File: src/hdl/drac_pkg.sv
// Package with shared constants, codes and types of the depth range auto contrast block.
package drac_pkg;

  localparam int unsigned SAMPLE_WIDTH  = 16;
  localparam int unsigned PLANE_WIDTH   = 16;
  localparam int unsigned CFG_IDX_WIDTH = 1;
  localparam int unsigned COLOR_WIDTH   = 8;
  localparam int unsigned QUOT_BITS     = 8;
  localparam int unsigned CNT_WIDTH     = $clog2(QUOT_BITS);

  localparam logic [PLANE_WIDTH-1:0] MIN_PLANE_RST = 16'hF000;
  localparam logic [PLANE_WIDTH-1:0] MAX_PLANE_RST = 16'h1000;

  localparam logic [COLOR_WIDTH-1:0] DIM_LEVEL  = 8'd64;
  localparam logic [COLOR_WIDTH-1:0] FULL_SCALE = 8'd255;

  localparam logic [CFG_IDX_WIDTH-1:0] REG_MIN_PLANE = 1'b0;
  localparam logic [CFG_IDX_WIDTH-1:0] REG_MAX_PLANE = 1'b1;

  localparam logic OP_MEASURE = 1'b0;
  localparam logic OP_CONVERT = 1'b1;

  typedef enum logic [2:0] {
    ST_IDLE,
    ST_CALC,
    ST_PREP,
    ST_DIV,
    ST_DONE
  } state_e;

  typedef struct packed {
    logic [COLOR_WIDTH-1:0] red;
    logic [COLOR_WIDTH-1:0] green;
    logic [COLOR_WIDTH-1:0] blue;
  } color_t;

endpackage

File: src/hdl/drac_in_if.sv
// Input sample channel: valid/ready handshake with op, frame start and sample.
interface drac_in_if #(
  parameter int unsigned SAMPLE_WIDTH = drac_pkg::SAMPLE_WIDTH
);
  logic                    valid;
  logic                    ready;
  logic                    op;
  logic                    frame_start;
  logic [SAMPLE_WIDTH-1:0] sample;

  modport source (output valid, output op, output frame_start, output sample, input ready);
  modport sink   (input valid, input op, input frame_start, input sample, output ready);
endinterface

File: src/hdl/drac_out_if.sv
// Output color channel: valid/ready handshake with red, green and blue.
interface drac_out_if;
  logic                             valid;
  logic                             ready;
  logic [drac_pkg::COLOR_WIDTH-1:0] red;
  logic [drac_pkg::COLOR_WIDTH-1:0] green;
  logic [drac_pkg::COLOR_WIDTH-1:0] blue;

  modport source (output valid, output red, output green, output blue, input ready);
  modport sink   (input valid, input red, input green, input blue, output ready);
endinterface

File: src/hdl/depth_range_auto_contrast.sv
// Measure beats are accepted back to back; ready stays high through a measure run.
// A convert beat inside the window and the measured range passes through classify, divider
// setup, eight restoring divider steps and the output load before its result is valid.
// Other convert beats go from classify straight to the output load. Ready returns in the
// cycle after the result is loaded; a result waiting on a full output register holds off
// the input until the output is taken.
// Reset (rst_ni low, asynchronous) sets the window to [-4096, 4096] and empties the range.
module depth_range_auto_contrast #(
  parameter int unsigned SAMPLE_WIDTH = drac_pkg::SAMPLE_WIDTH
) (
  input  logic                               clk_i,
  input  logic                               rst_ni,
  input  logic                               cfg_we_i,
  input  logic [drac_pkg::CFG_IDX_WIDTH-1:0] cfg_idx_i,
  input  logic [drac_pkg::PLANE_WIDTH-1:0]   cfg_data_i,
  drac_in_if.sink                            in_if,
  drac_out_if.source                         out_if
);

  localparam int unsigned SW = SAMPLE_WIDTH;
  localparam int unsigned PW = drac_pkg::PLANE_WIDTH;
  localparam int unsigned QB = drac_pkg::QUOT_BITS;
  localparam int unsigned CNTW = drac_pkg::CNT_WIDTH;
  localparam int unsigned CW = ((SW > PW) ? SW : PW) + 1;
  localparam int unsigned XW = SW + QB;
  localparam logic [SW-1:0] MOST_POS = {1'b0, {(SW-1){1'b1}}};
  localparam logic [SW-1:0] MOST_NEG = {1'b1, {(SW-1){1'b0}}};

  drac_pkg::state_e state_q, state_d;

  logic [PW-1:0]   min_plane_q, max_plane_q;
  logic [SW-1:0]   seen_low_q, seen_high_q;
  logic [SW-1:0]   v_q;
  logic [SW-1:0]   num_q, den_q, rem_q;
  logic [QB-1:0]   xlo_q, quo_q;
  logic [CNTW-1:0] cnt_q;
  drac_pkg::color_t res_q, out_q;
  logic            out_valid_q;

  logic accept, measure_acc, convert_acc, out_load, div_last;

  // Window test on the incoming sample, used by the measure pass.
  logic signed [CW-1:0] in_ext, min_ext, max_ext, v_ext;
  logic                 in_win;
  logic [SW-1:0]        lo_base, hi_base;

  assign in_ext  = {{(CW-SW){in_if.sample[SW-1]}}, in_if.sample};
  assign min_ext = {{(CW-PW){min_plane_q[PW-1]}}, min_plane_q};
  assign max_ext = {{(CW-PW){max_plane_q[PW-1]}}, max_plane_q};
  assign in_win  = (in_ext >= min_ext) && (in_ext <= max_ext);
  assign lo_base = in_if.frame_start ? MOST_POS : seen_low_q;
  assign hi_base = in_if.frame_start ? MOST_NEG : seen_high_q;

  // Classification of the registered convert sample.
  logic              below, above, range_ok, num_pos, sat, calc_div;
  logic [SW:0]       num_full, den_full;
  assign v_ext    = {{(CW-SW){v_q[SW-1]}}, v_q};
  assign below    = v_ext < min_ext;
  assign above    = v_ext > max_ext;
  assign range_ok = $signed(seen_high_q) > $signed(seen_low_q);
  assign num_full = {v_q[SW-1], v_q} - {seen_low_q[SW-1], seen_low_q};
  assign den_full = {seen_high_q[SW-1], seen_high_q} - {seen_low_q[SW-1], seen_low_q};
  assign num_pos  = !num_full[SW] && (num_full != '0);
  // A sample at or above the top of the range gives a ratio of at least full scale.
  assign sat      = $signed(v_q) >= $signed(seen_high_q);
  assign calc_div = !below && !above && range_ok && num_pos && !sat;

  // Color of a convert beat that needs no division.
  drac_pkg::color_t calc_res;
  always_comb begin
    calc_res = '0;
    if (below) begin
      calc_res.green = drac_pkg::DIM_LEVEL;
    end else if (above) begin
      calc_res.red = drac_pkg::DIM_LEVEL;
    end else if (range_ok && num_pos && sat) begin
      calc_res.blue = drac_pkg::FULL_SCALE;
    end
  end

  // Dividend num * 255 as (num << 8) - num.
  logic [XW-1:0] x_full;
  assign x_full = {num_q, {QB{1'b0}}} - {{QB{1'b0}}, num_q};

  // One restoring step: bring down the next dividend bit and try the subtract.
  logic [SW:0]   trial_rem;
  logic [SW+1:0] trial_diff;
  logic          trial_ge;
  assign trial_rem  = {rem_q, xlo_q[QB-1]};
  assign trial_diff = {1'b0, trial_rem} - {2'b00, den_q};
  assign trial_ge   = !trial_diff[SW+1];
  assign div_last   = cnt_q == CNTW'(QB-1);

  // Next state.
  always_comb begin
    state_d = state_q;
    unique case (state_q)
      drac_pkg::ST_IDLE: begin
        if (convert_acc) begin
          state_d = drac_pkg::ST_CALC;
        end
      end
      drac_pkg::ST_CALC: begin
        state_d = calc_div ? drac_pkg::ST_PREP : drac_pkg::ST_DONE;
      end
      drac_pkg::ST_PREP: begin
        state_d = drac_pkg::ST_DIV;
      end
      drac_pkg::ST_DIV: begin
        if (div_last) begin
          state_d = drac_pkg::ST_DONE;
        end
      end
      drac_pkg::ST_DONE: begin
        if (out_load) begin
          state_d = drac_pkg::ST_IDLE;
        end
      end
      default: state_d = drac_pkg::ST_IDLE;
    endcase
  end

  // Handshake outputs.
  always_comb begin
    in_if.ready  = state_q == drac_pkg::ST_IDLE;
    accept       = in_if.valid && in_if.ready;
    measure_acc  = accept && (in_if.op == drac_pkg::OP_MEASURE);
    convert_acc  = accept && (in_if.op == drac_pkg::OP_CONVERT);
    out_load     = (state_q == drac_pkg::ST_DONE) && (!out_valid_q || out_if.ready);
    out_if.valid = out_valid_q;
    out_if.red   = out_q.red;
    out_if.green = out_q.green;
    out_if.blue  = out_q.blue;
  end

  always_ff @(posedge clk_i or negedge rst_ni) begin
    if (!rst_ni) begin
      state_q     <= drac_pkg::ST_IDLE;
      min_plane_q <= drac_pkg::MIN_PLANE_RST;
      max_plane_q <= drac_pkg::MAX_PLANE_RST;
      seen_low_q  <= MOST_POS;
      seen_high_q <= MOST_NEG;
      out_valid_q <= 1'b0;
      cnt_q       <= '0;
    end else begin
      state_q <= state_d;
      if (cfg_we_i) begin
        unique case (cfg_idx_i)
          drac_pkg::REG_MIN_PLANE: min_plane_q <= cfg_data_i;
          drac_pkg::REG_MAX_PLANE: max_plane_q <= cfg_data_i;
          default: ;
        endcase
      end
      if (measure_acc) begin
        seen_low_q  <= (in_win && ($signed(in_if.sample) < $signed(lo_base)))
                       ? in_if.sample : lo_base;
        seen_high_q <= (in_win && ($signed(in_if.sample) > $signed(hi_base)))
                       ? in_if.sample : hi_base;
      end
      if (out_load) begin
        out_valid_q <= 1'b1;
      end else if (out_if.ready) begin
        out_valid_q <= 1'b0;
      end
      if (state_q == drac_pkg::ST_DIV) begin
        cnt_q <= cnt_q + CNTW'(1);
      end else begin
        cnt_q <= '0;
      end
    end
  end

  // Datapath registers.
  always_ff @(posedge clk_i) begin
    if (convert_acc) begin
      v_q <= in_if.sample;
    end
    if (out_load) begin
      out_q <= res_q;
    end
    unique case (state_q)
      drac_pkg::ST_CALC: begin
        res_q <= calc_res;
        num_q <= num_full[SW-1:0];
        den_q <= den_full[SW-1:0];
      end
      drac_pkg::ST_PREP: begin
        rem_q <= x_full[XW-1:QB];
        xlo_q <= x_full[QB-1:0];
        quo_q <= '0;
      end
      drac_pkg::ST_DIV: begin
        rem_q <= trial_ge ? trial_diff[SW-1:0] : trial_rem[SW-1:0];
        xlo_q <= {xlo_q[QB-2:0], 1'b0};
        quo_q <= {quo_q[QB-2:0], trial_ge};
        if (div_last) begin
          res_q.blue <= {quo_q[QB-2:0], trial_ge};
        end
      end
      default: ;
    endcase
  end

  // A convert beat always starts the classification step.
  assert property (@(posedge clk_i) disable iff (!rst_ni)
    convert_acc |=> (state_q == drac_pkg::ST_CALC))
    else $error("convert beat did not start classification");

  // The step counter runs only during the division.
  assert property (@(posedge clk_i) disable iff (!rst_ni)
    (state_q != drac_pkg::ST_DIV) |-> (cnt_q == '0))
    else $error("divider step counter out of step");

  // An in-window measure sample leaves a non-empty range.
  assert property (@(posedge clk_i) disable iff (!rst_ni)
    (measure_acc && in_win) |=> ($signed(seen_high_q) >= $signed(seen_low_q)))
    else $error("measured range inverted after in-window sample");

  // A result carries at most one meaningful channel.
  assert property (@(posedge clk_i) disable iff (!rst_ni)
    out_if.valid |-> ($countones({out_if.red != '0, out_if.green != '0,
                                  out_if.blue != '0}) <= 1))
    else $error("more than one color channel set");

endmodule

File: src/flat_wrapper.sv
// flat-port wrapper written by rule: the top's interface ports become plain ports
module depth_range_auto_contrast_flat 
#(
  parameter int unsigned SAMPLE_WIDTH = drac_pkg::SAMPLE_WIDTH
)
  (clk_i, rst_ni, cfg_we_i, cfg_idx_i, cfg_data_i, in_if_valid, in_if_op, in_if_frame_start, in_if_sample, in_if_ready, out_if_valid, out_if_red, out_if_green, out_if_blue, out_if_ready);
  drac_in_if #(.SAMPLE_WIDTH(SAMPLE_WIDTH)) in_if_i ();
  drac_out_if out_if_i ();
  input  logic clk_i;
  input  logic rst_ni;
  input  logic cfg_we_i;
  input  logic [drac_pkg::CFG_IDX_WIDTH-1:0] cfg_idx_i;
  input  logic [drac_pkg::PLANE_WIDTH-1:0] cfg_data_i;
  input wire logic [$bits(in_if_i.valid)-1:0] in_if_valid;
  input wire logic [$bits(in_if_i.op)-1:0] in_if_op;
  input wire logic [$bits(in_if_i.frame_start)-1:0] in_if_frame_start;
  input wire logic [$bits(in_if_i.sample)-1:0] in_if_sample;
  output wire logic [$bits(in_if_i.ready)-1:0] in_if_ready;
  output wire logic [$bits(out_if_i.valid)-1:0] out_if_valid;
  output wire logic [$bits(out_if_i.red)-1:0] out_if_red;
  output wire logic [$bits(out_if_i.green)-1:0] out_if_green;
  output wire logic [$bits(out_if_i.blue)-1:0] out_if_blue;
  input wire logic [$bits(out_if_i.ready)-1:0] out_if_ready;
  assign in_if_i.valid = in_if_valid;
  assign in_if_i.op = in_if_op;
  assign in_if_i.frame_start = in_if_frame_start;
  assign in_if_i.sample = in_if_sample;
  assign in_if_ready = in_if_i.ready;
  assign out_if_valid = out_if_i.valid;
  assign out_if_red = out_if_i.red;
  assign out_if_green = out_if_i.green;
  assign out_if_blue = out_if_i.blue;
  assign out_if_i.ready = out_if_ready;
  depth_range_auto_contrast #(.SAMPLE_WIDTH(SAMPLE_WIDTH)) u_core (.clk_i(clk_i), .rst_ni(rst_ni), .cfg_we_i(cfg_we_i), .cfg_idx_i(cfg_idx_i), .cfg_data_i(cfg_data_i), .in_if(in_if_i), .out_if(out_if_i));
endmodule
File: config.mk
export PLATFORM = sky130hd
export DESIGN_NAME = depth_range_auto_contrast_flat
export DESIGN_NICKNAME = d
export VERILOG_FILES = /design/src/hdl/drac_pkg.sv /design/src/hdl/drac_in_if.sv /design/src/hdl/drac_out_if.sv /design/src/hdl/depth_range_auto_contrast.sv /design/src/flat_wrapper.sv
export SDC_FILE = /design/constraint.sdc
export NUM_CORES = 1
export LEC_CHECK = 0
export BUFFER_PORTS_ARGS = -buffer_cell sky130_fd_sc_hd__buf_2
export CORE_UTILIZATION = 53
export DETAILED_ROUTE_END_ITERATION = 10
export PLACE_DENSITY = 0.77
export SLEW_MARGIN = 20
export SYNTH_ARGS = -nofsm -noshare
export SYNTH_HDL_FRONTEND = slang
export SYNTH_SLANG_ARGS = --single-unit
File: constraint.sdc
create_clock -name clk_i -period 4.4 [get_ports clk_i]
set_clock_uncertainty 0.15 [all_clocks]
set_input_delay 0.44 -clock clk_i [delete_from_list [all_inputs] [get_ports clk_i]]
set_output_delay 0.44 -clock clk_i [all_outputs]
set_load 0.1 [all_outputs]
Word level (Yosys, flattened, before mapping)
Index checks and enable logic that the tools add are counted.
{ "classes": {"eq_ne": 8, "muxes": 23, "n_addsub": 5, "bitwise_logic": 2, "reduce_logical": 30, "magnitude_cmp": 8} }
{ "ops": {"columns": ["cell", "n"], "rows": [
  ["16-bit two-way mux", 5],
  ["16-bit greater-than comparator", 3],
  ["16-bit >= comparator", 2],
  ["16-bit < comparator", 2],
  ["8-bit two-way mux", 4],
  ["16-bit case mux with 2 select lines", 1],
  ["8-bit case mux with 2 select lines", 2],
  ["24-bit by 16-bit subtractor with 24-bit output", 1],
  ["17-bit by 16-bit subtractor with 18-bit output", 1],
  ["17-bit nonzero test", 1],
  ["16-bit by 16-bit subtractor with 17-bit output", 1],
  ["16-bit <= comparator", 1],
  ["16-bit subtractor", 1],
  ["3-bit two-way mux", 5],
  ["3-bit case mux with 5 select lines", 1],
  ["1-bit logical AND", 14],
  ["7-bit two-way mux", 2],
  ["7-bit case mux with 2 select lines", 1],
  ["3-bit by 2-bit equality test with 1-bit output, second input constant", 2],
  ["3-bit equality test, second input constant", 2],
  ["1-bit zero test", 6],
  ["2-bit by 1-bit inequality test with 1-bit output, second input constant", 3],
  ["2-bit AND reduction", 3],
  ["2-bit nonzero test", 3],
  ["other kinds (7)", 9]
]} }
{ "word_totals": {"out_inout_bits": 26, "wordCells": 95, "reg_bits": 198, "in_bits": 40} }

Depth between registers and ports, before layout
{ "logic_depth": {"ltp_word": 9, "mapped_depth": 13, "ltp_nobuf": 11} }

Worst setup path after synthesis
Ideal clock, no wire load.
{ "synth_path": {"kind": "reg2reg", "from": "register u_core.state_q[1]", "to": "register u_core.seen_low_q[15]", "path_buffers": 1, "setup_ns": 0.125, "arrival_time_ns": 4.086, "stages_incl_launch_ff": 7, "period_less_slack_ns": 4.361, "slack_ns": 0.039, "t_required_ns": 4.125, "cell_sequence": "dfrtp_1 -> nor3_1 -> nand2_1 -> nor3_1 -> nand4_4 -> buf_6 -> mux2_4"} }
{ "synth_between": {"elab_chain_len": 3} }
{ "synth_lines": {"columns": ["element", "line_no", "source"], "rows": [
  ["start, declared", "depth_range_auto_contrast.sv:29", "drac_pkg::state_e state_q, state_d;"],
  ["start signal, assigned", "depth_range_auto_contrast.sv:138", "state_q <= drac_pkg::ST_IDLE;"],
  ["start signal, assigned", "depth_range_auto_contrast.sv:146", "state_q <= state_d;"],
  ["3-bit zero test", "depth_range_auto_contrast.sv:125", "in_if.ready = state_q == drac_pkg::ST_IDLE;"],
  ["named net in_if_ready", "flat_wrapper.sv:18", "output wire logic [$bits(in_if_i.ready)-1:0] in_if_ready;"],
  ["1-bit logical AND", "depth_range_auto_contrast.sv:126", "accept = in_if.valid && in_if.ready;"],
  ["1-bit logical AND", "depth_range_auto_contrast.sv:127", "measure_acc = accept && (in_if.op == drac_pkg::OP_MEASURE);"],
  ["end signal, assigned", "depth_range_auto_contrast.sv:155", "seen_low_q <= (in_win && ($signed(in_if.sample) < $signed(lo_base)))"],
  ["end, declared", "depth_range_auto_contrast.sv:32", "logic [SW-1:0] seen_low_q, seen_high_q;"]
]} }
The timed path passes the listed nets, and every way through them passes these cells.
A chain may end at the register's enable or synchronous reset.

Worst setup path in the final report
{ "layout_path": {"from": "register u_core.v_q[0]", "to": "register u_core.res_q[0] (netlist name), data pin"} }
{ "layout_between": {"elab_chain_len": 9, "elab_cells_between_ends": 13, "classes_between": "add/sub (1); order compare (3); mux (4); reduce/logical (5)"} }
{ "layout_lines": {"columns": ["element", "line_no", "source"], "rows": [
  ["start, declared", "depth_range_auto_contrast.sv:33", "logic [SW-1:0] v_q;"],
  ["start signal, assigned", "depth_range_auto_contrast.sv:176", "v_q <= in_if.sample;"],
  ["16-bit by 16-bit subtractor with 17-bit output", "depth_range_auto_contrast.sv:61", "assign num_full = {v_q[SW-1], v_q} - {seen_low_q[SW-1], seen_low_q};"],
  ["named net u_core.num_full[4]", "depth_range_auto_contrast.sv:56", "logic [SW:0] num_full, den_full;"],
  ["17-bit nonzero test", "depth_range_auto_contrast.sv:63", "assign num_pos = !num_full[SW] && (num_full != '0);"],
  ["1-bit logical AND", "depth_range_auto_contrast.sv:63", null],
  ["1-bit logical AND (2 in series)", "depth_range_auto_contrast.sv:76", "end else if (range_ok && num_pos && sat) begin"],
  ["8-bit two-way mux", "depth_range_auto_contrast.sv:76", null],
  ["8-bit two-way mux", "depth_range_auto_contrast.sv:74", "end else if (above) begin"],
  ["8-bit two-way mux", "depth_range_auto_contrast.sv:72", "if (below) begin"],
  ["8-bit case mux with 2 select lines", "depth_range_auto_contrast.sv:181", "unique case (state_q)"],
  ["end signal, assigned", "depth_range_auto_contrast.sv:183", "res_q <= calc_res;"],
  ["end, declared", "depth_range_auto_contrast.sv:37", "drac_pkg::color_t res_q, out_q;"]
]} }
The timed path passes the listed nets, and every way through them passes these cells.

==> flow_summary_export.csv <==
group,metric,value,unit
worst_setup_path,worst_setup_path_end_kind,"flop",
final_layout,fill_cells,1906,
timing,post-route-period-util,0.827,
cts,cts_htree_levels,4,
synth,synth.area.mux_share,0.0543,
die,die_area,23800,sq um
synth,netlist_instances,1234,
synth,synth_compound_area_frac,0.149,
worst_setup_path,timing_worst_setup_path_type,"flop to flop",
routing,drt_wl_total,28100,microns
placed_design,place_inst,1549,
grt,grt.overflow.total,0,
final_layout,fin_nets,1496,
synth,ys.flop_type,"edfxtp_1",
synth,synth_top_area_share,0.242,
final_layout,area_growth,9.30,%
synth,synth_fa_ha_area_frac,0.177,
worst_setup_path,critPathSlowestCell,"or4b_2",
routing,wire_per_inst,17.8,microns
cts,postCtsSetupBuffers,0,
timing,worstMarginPinSlew,997,ps
status,status,"complete, no violations",
synth,synthSimpleGateAreaFrac,0.138,
grt,grt_max_degree,45,
synth,synth_edf_count,99,
timing,fmax,275,MHz
die,die_x,154,microns
synth,yosys_warnings,0,
synth,synth_xor_xnor_area_share,0.0384,
worst_setup_path,cp_max_fo,10,
final_layout,layout-drive-gt1-share,0.140,
synth,ys_seq_area_frac,0.388,
timing,rsz0062_at_grt,"no",
synth,yosysUniqueCellTypes,72,
grt,grt_pass1_vias,9305,
worst_setup_path,max_stage_delay,680,ps
cts,insertion_delay,450,ps
grt,grt_pass1_wl,46300,microns
synth,synth_seq_cells,170,
placed_design,placed_area,12800,sq um
routing,drt.antenna.violating_nets,0,
final_layout,multi_input_area,6910,sq um
timing,fin_setup_tns,0,ps
cts,cts_tree,"yes",
die,rows,55,
cts,cts_buffer_depth,2,
routing,drt_iter0_markers,663,
timing,relSlewSlack,0.332,
die,die_h,154,microns
final_layout,n_antenna_cell,0,
final_layout,seq_area,4780,sq um
cts,cts_buffers,17,
synth,async_flop_share,0.418,
run,drv_cap,0,
synth,synthTopCellsByArea,"edfxtp_1, ha_1, dfrtp_1",
worst_setup_path,cp.arrival,3680,ps
timing,setup-violations-final,0,
placed_design,place_congestion,0.937,
final_layout,final_cells,1582,
synth,synth_top_cell_by_area,"edfxtp_1",
timing,min_period,3640,ps
die,core,22700,sq um
timing,finalHoldViolCount,0,
synth,synth_top_family_by_area,"adder cells",
cts,cts-root-buf,"clkbuf_16",
routing,first_pass_iters,4,
synth,syn-cell-area,12300,sq um
routing,vias_per_cell,5.89,
hold_path,hold_class,"input port to flop",
final_layout,fin_area,13400,sq um
cts,cts.sinks,170,
timing,drv_slew,0,
power,vdd_drop_max,0.312,mV
power,p_leak,6.07,nW
die,io_pins,66,
cts,path_clk_slew,80,ps
worst_setup_path,crit_chain,"inv_1 -> ha_1 -> fa_1 -> nor2b_1 -> o21a_1 -> nor2_1 -> xnor2_1 -> or4b_2 -> nor4_1 -> and4bb_1 -> o22ai_1",
worst_setup_path,crit_required,4430,ps
die,initial_utilization,0.542,
placed_design,hpwl,21800,microns
power,powerDensity,606,nW/um^2
synth,syn_area_per_cell,9.97,sq um
grt,grt_use_total,0.247,
placed_design,port_buffers,51,
power,p_total,8.15,mW
routing,vias,9314,
routing,drc,0,
worst_setup_path,start_kind,"flop",
grt,antenna_found_initial,0,
final_layout,fin_util,0.592,
## critical path: cells and delay by family (launching register included)
family	cells	cell delay [ps]
flops	1	360
xor+xnor	1	130
simple gates	5	1710
compound gates	2	290
buf+inv	1	100
fa+ha+maj	2	630
## registers in the layout, summed over array words and instances, names as in the netlist
name	count
u_core.min_plane_q	16
u_core.state_q	3
u_core.num_q	16
u_core.den_q	16
u_core.out_if.valid	1
u_core.out_if.blue	8
u_core.rem_q	16
u_core.xlo_q	8
u_core.max_plane_q	16
u_core.quo_q	7
u_core.seen_low_q	16
u_core.seen_high_q	16
u_core.cnt_q	3
u_core.out_if.red	1
u_core.out_if.green	1
u_core.v_q	16
u_core.res_q	10
## final timing paths
| check | start | endpoint | slack (ps) | depth (start not counted) |
|---|---|---|---|---|
| worst max-delay path | u_core.v_q[0] | u_core.res_q[0] | 760 | 11 |
| worst min-delay path | cfg_data_i[10] | u_core.min_plane_q[10] | 60 | 3 |
| worst max register to register | u_core.v_q[0] | u_core.res_q[0] | 760 | 11 |
| worst min register to register | u_core.res_q[7] | u_core.out_if.blue[7] | 270 | 0 |
| max in group asynchronous | rst_ni | u_core.seen_high_q[14] | 2670 | 3 |
| min in group asynchronous | rst_ni | u_core.min_plane_q[8] | 370 | 2 |
## cell usage after synthesis (3+ instances only)
master and count:
mux2_4 18, nor2b_1 18, a21o_1 26, o21ai_0 58, dfstp_2 21, xor2_1 22, and3_1 13, nor4b_1 3
a211o_1 4, dfrtp_1 50, buf_4 15, ha_1 169, a211oi_1 21, nand4_1 20, nand3_1 25, o21a_1 9
nor2_1 80, o31ai_1 5, a31oi_1 11, fa_1 3, o21bai_1 11, a31o_2 4, or3_1 6, nand2_1 88
inv_1 119, or2_2 4, clkbuf_1 23, a21oi_1 89, o22ai_1 7, mux2_2 30, nor3_1 22, xnor2_1 32
edfxtp_1 99, o31a_1 3, or4_1 4, mux2i_1 6, o211ai_1 5, nand2b_1 22, and2_1 6, o311ai_0 3
nor4_1 13
## per-layer routing
| metal | routed length [microns] | up-vias | global-route usage |
|---|---|---|---|
| li1 | - | 4584 | - |
| met5 | 0 | - | 0 |
| met2 | 13700 | 230 | 0.427 |
| met3 | 1080 | 61 | 0.0387 |
| met1 | 12400 | 4439 | 0.308 |
| met4 | 934 | 0 | 0.104 |
## power breakdown
part	internal, mW	switching, mW
combinational	1.57	2.36
sequential	2.33	0.300
clock	0.790	0.791
total	4.70	3.45
## cell type report
type	count	share of cell area
Multi-Input combinational cell	916	0.514
Timing Repair Buffer	60	0.0242
Inverter	119	0.0332
Clock buffer	17	0.0316
Clock inverter	15	0.0154
Tap cell	285	0.0265
Sequential cell	170	0.355
## metrics by stage
| stage | worst slack [ps] | hold slack [ps] |
|---|---|---|
| floorplan | 39.0 | -5.59 |
| global placement | 843 | 254 |
| detailed placement | 766 | 255 |
| CTS | 771 | 48.3 |
| global route | 620 | 61.4 |
| finish | 759 | 56.1 |
## cell families (layout without fill, tap and decap cells)
logic type | count (synthesis) | after routing
xor+xnor | 54 | 54
mux | 54 | 54
simple gates | 337 | 337
fa+ha+maj | 172 | 172
other cells | 1 | 14
compound gates | 285 | 285
flops | 170 | 170
buf+inv | 161 | 211
## placed cells by master (no fill, tap or decap), types with 7 or more instances in the layout
cell and count:
buf_4 8, nor2_1 79, nor3_1 22, o21bai_1 11, nand4_1 20, nand2_1 88, o22ai_1 7, a31oi_1 11
mux2_4 18, o21ai_0 58, xor2_1 22, nand3_1 25, dfstp_2 21, inv_1 119, edfxtp_1 99, ha_1 169
conb_1 14, a21o_1 26, and3_1 13, clkbuf_16 17, xnor2_1 32, nor4_1 13, nand2b_1 22, nor2b_1 16
o21a_1 9, a211oi_1 21, mux2_2 30, dfrtp_1 50, buf_2 51, a21oi_1 88
## what timing repair did
| action | in CTS | in global routing |
|---|---|---|
| resized for setup | 0 | 0 |
| endpoints found under the setup margin | 0 | 0 |
| endpoints found under the hold margin | 23 | 0 |
| hold buffers | 1 | 0 |
Power figures use the tool's default switching activity.
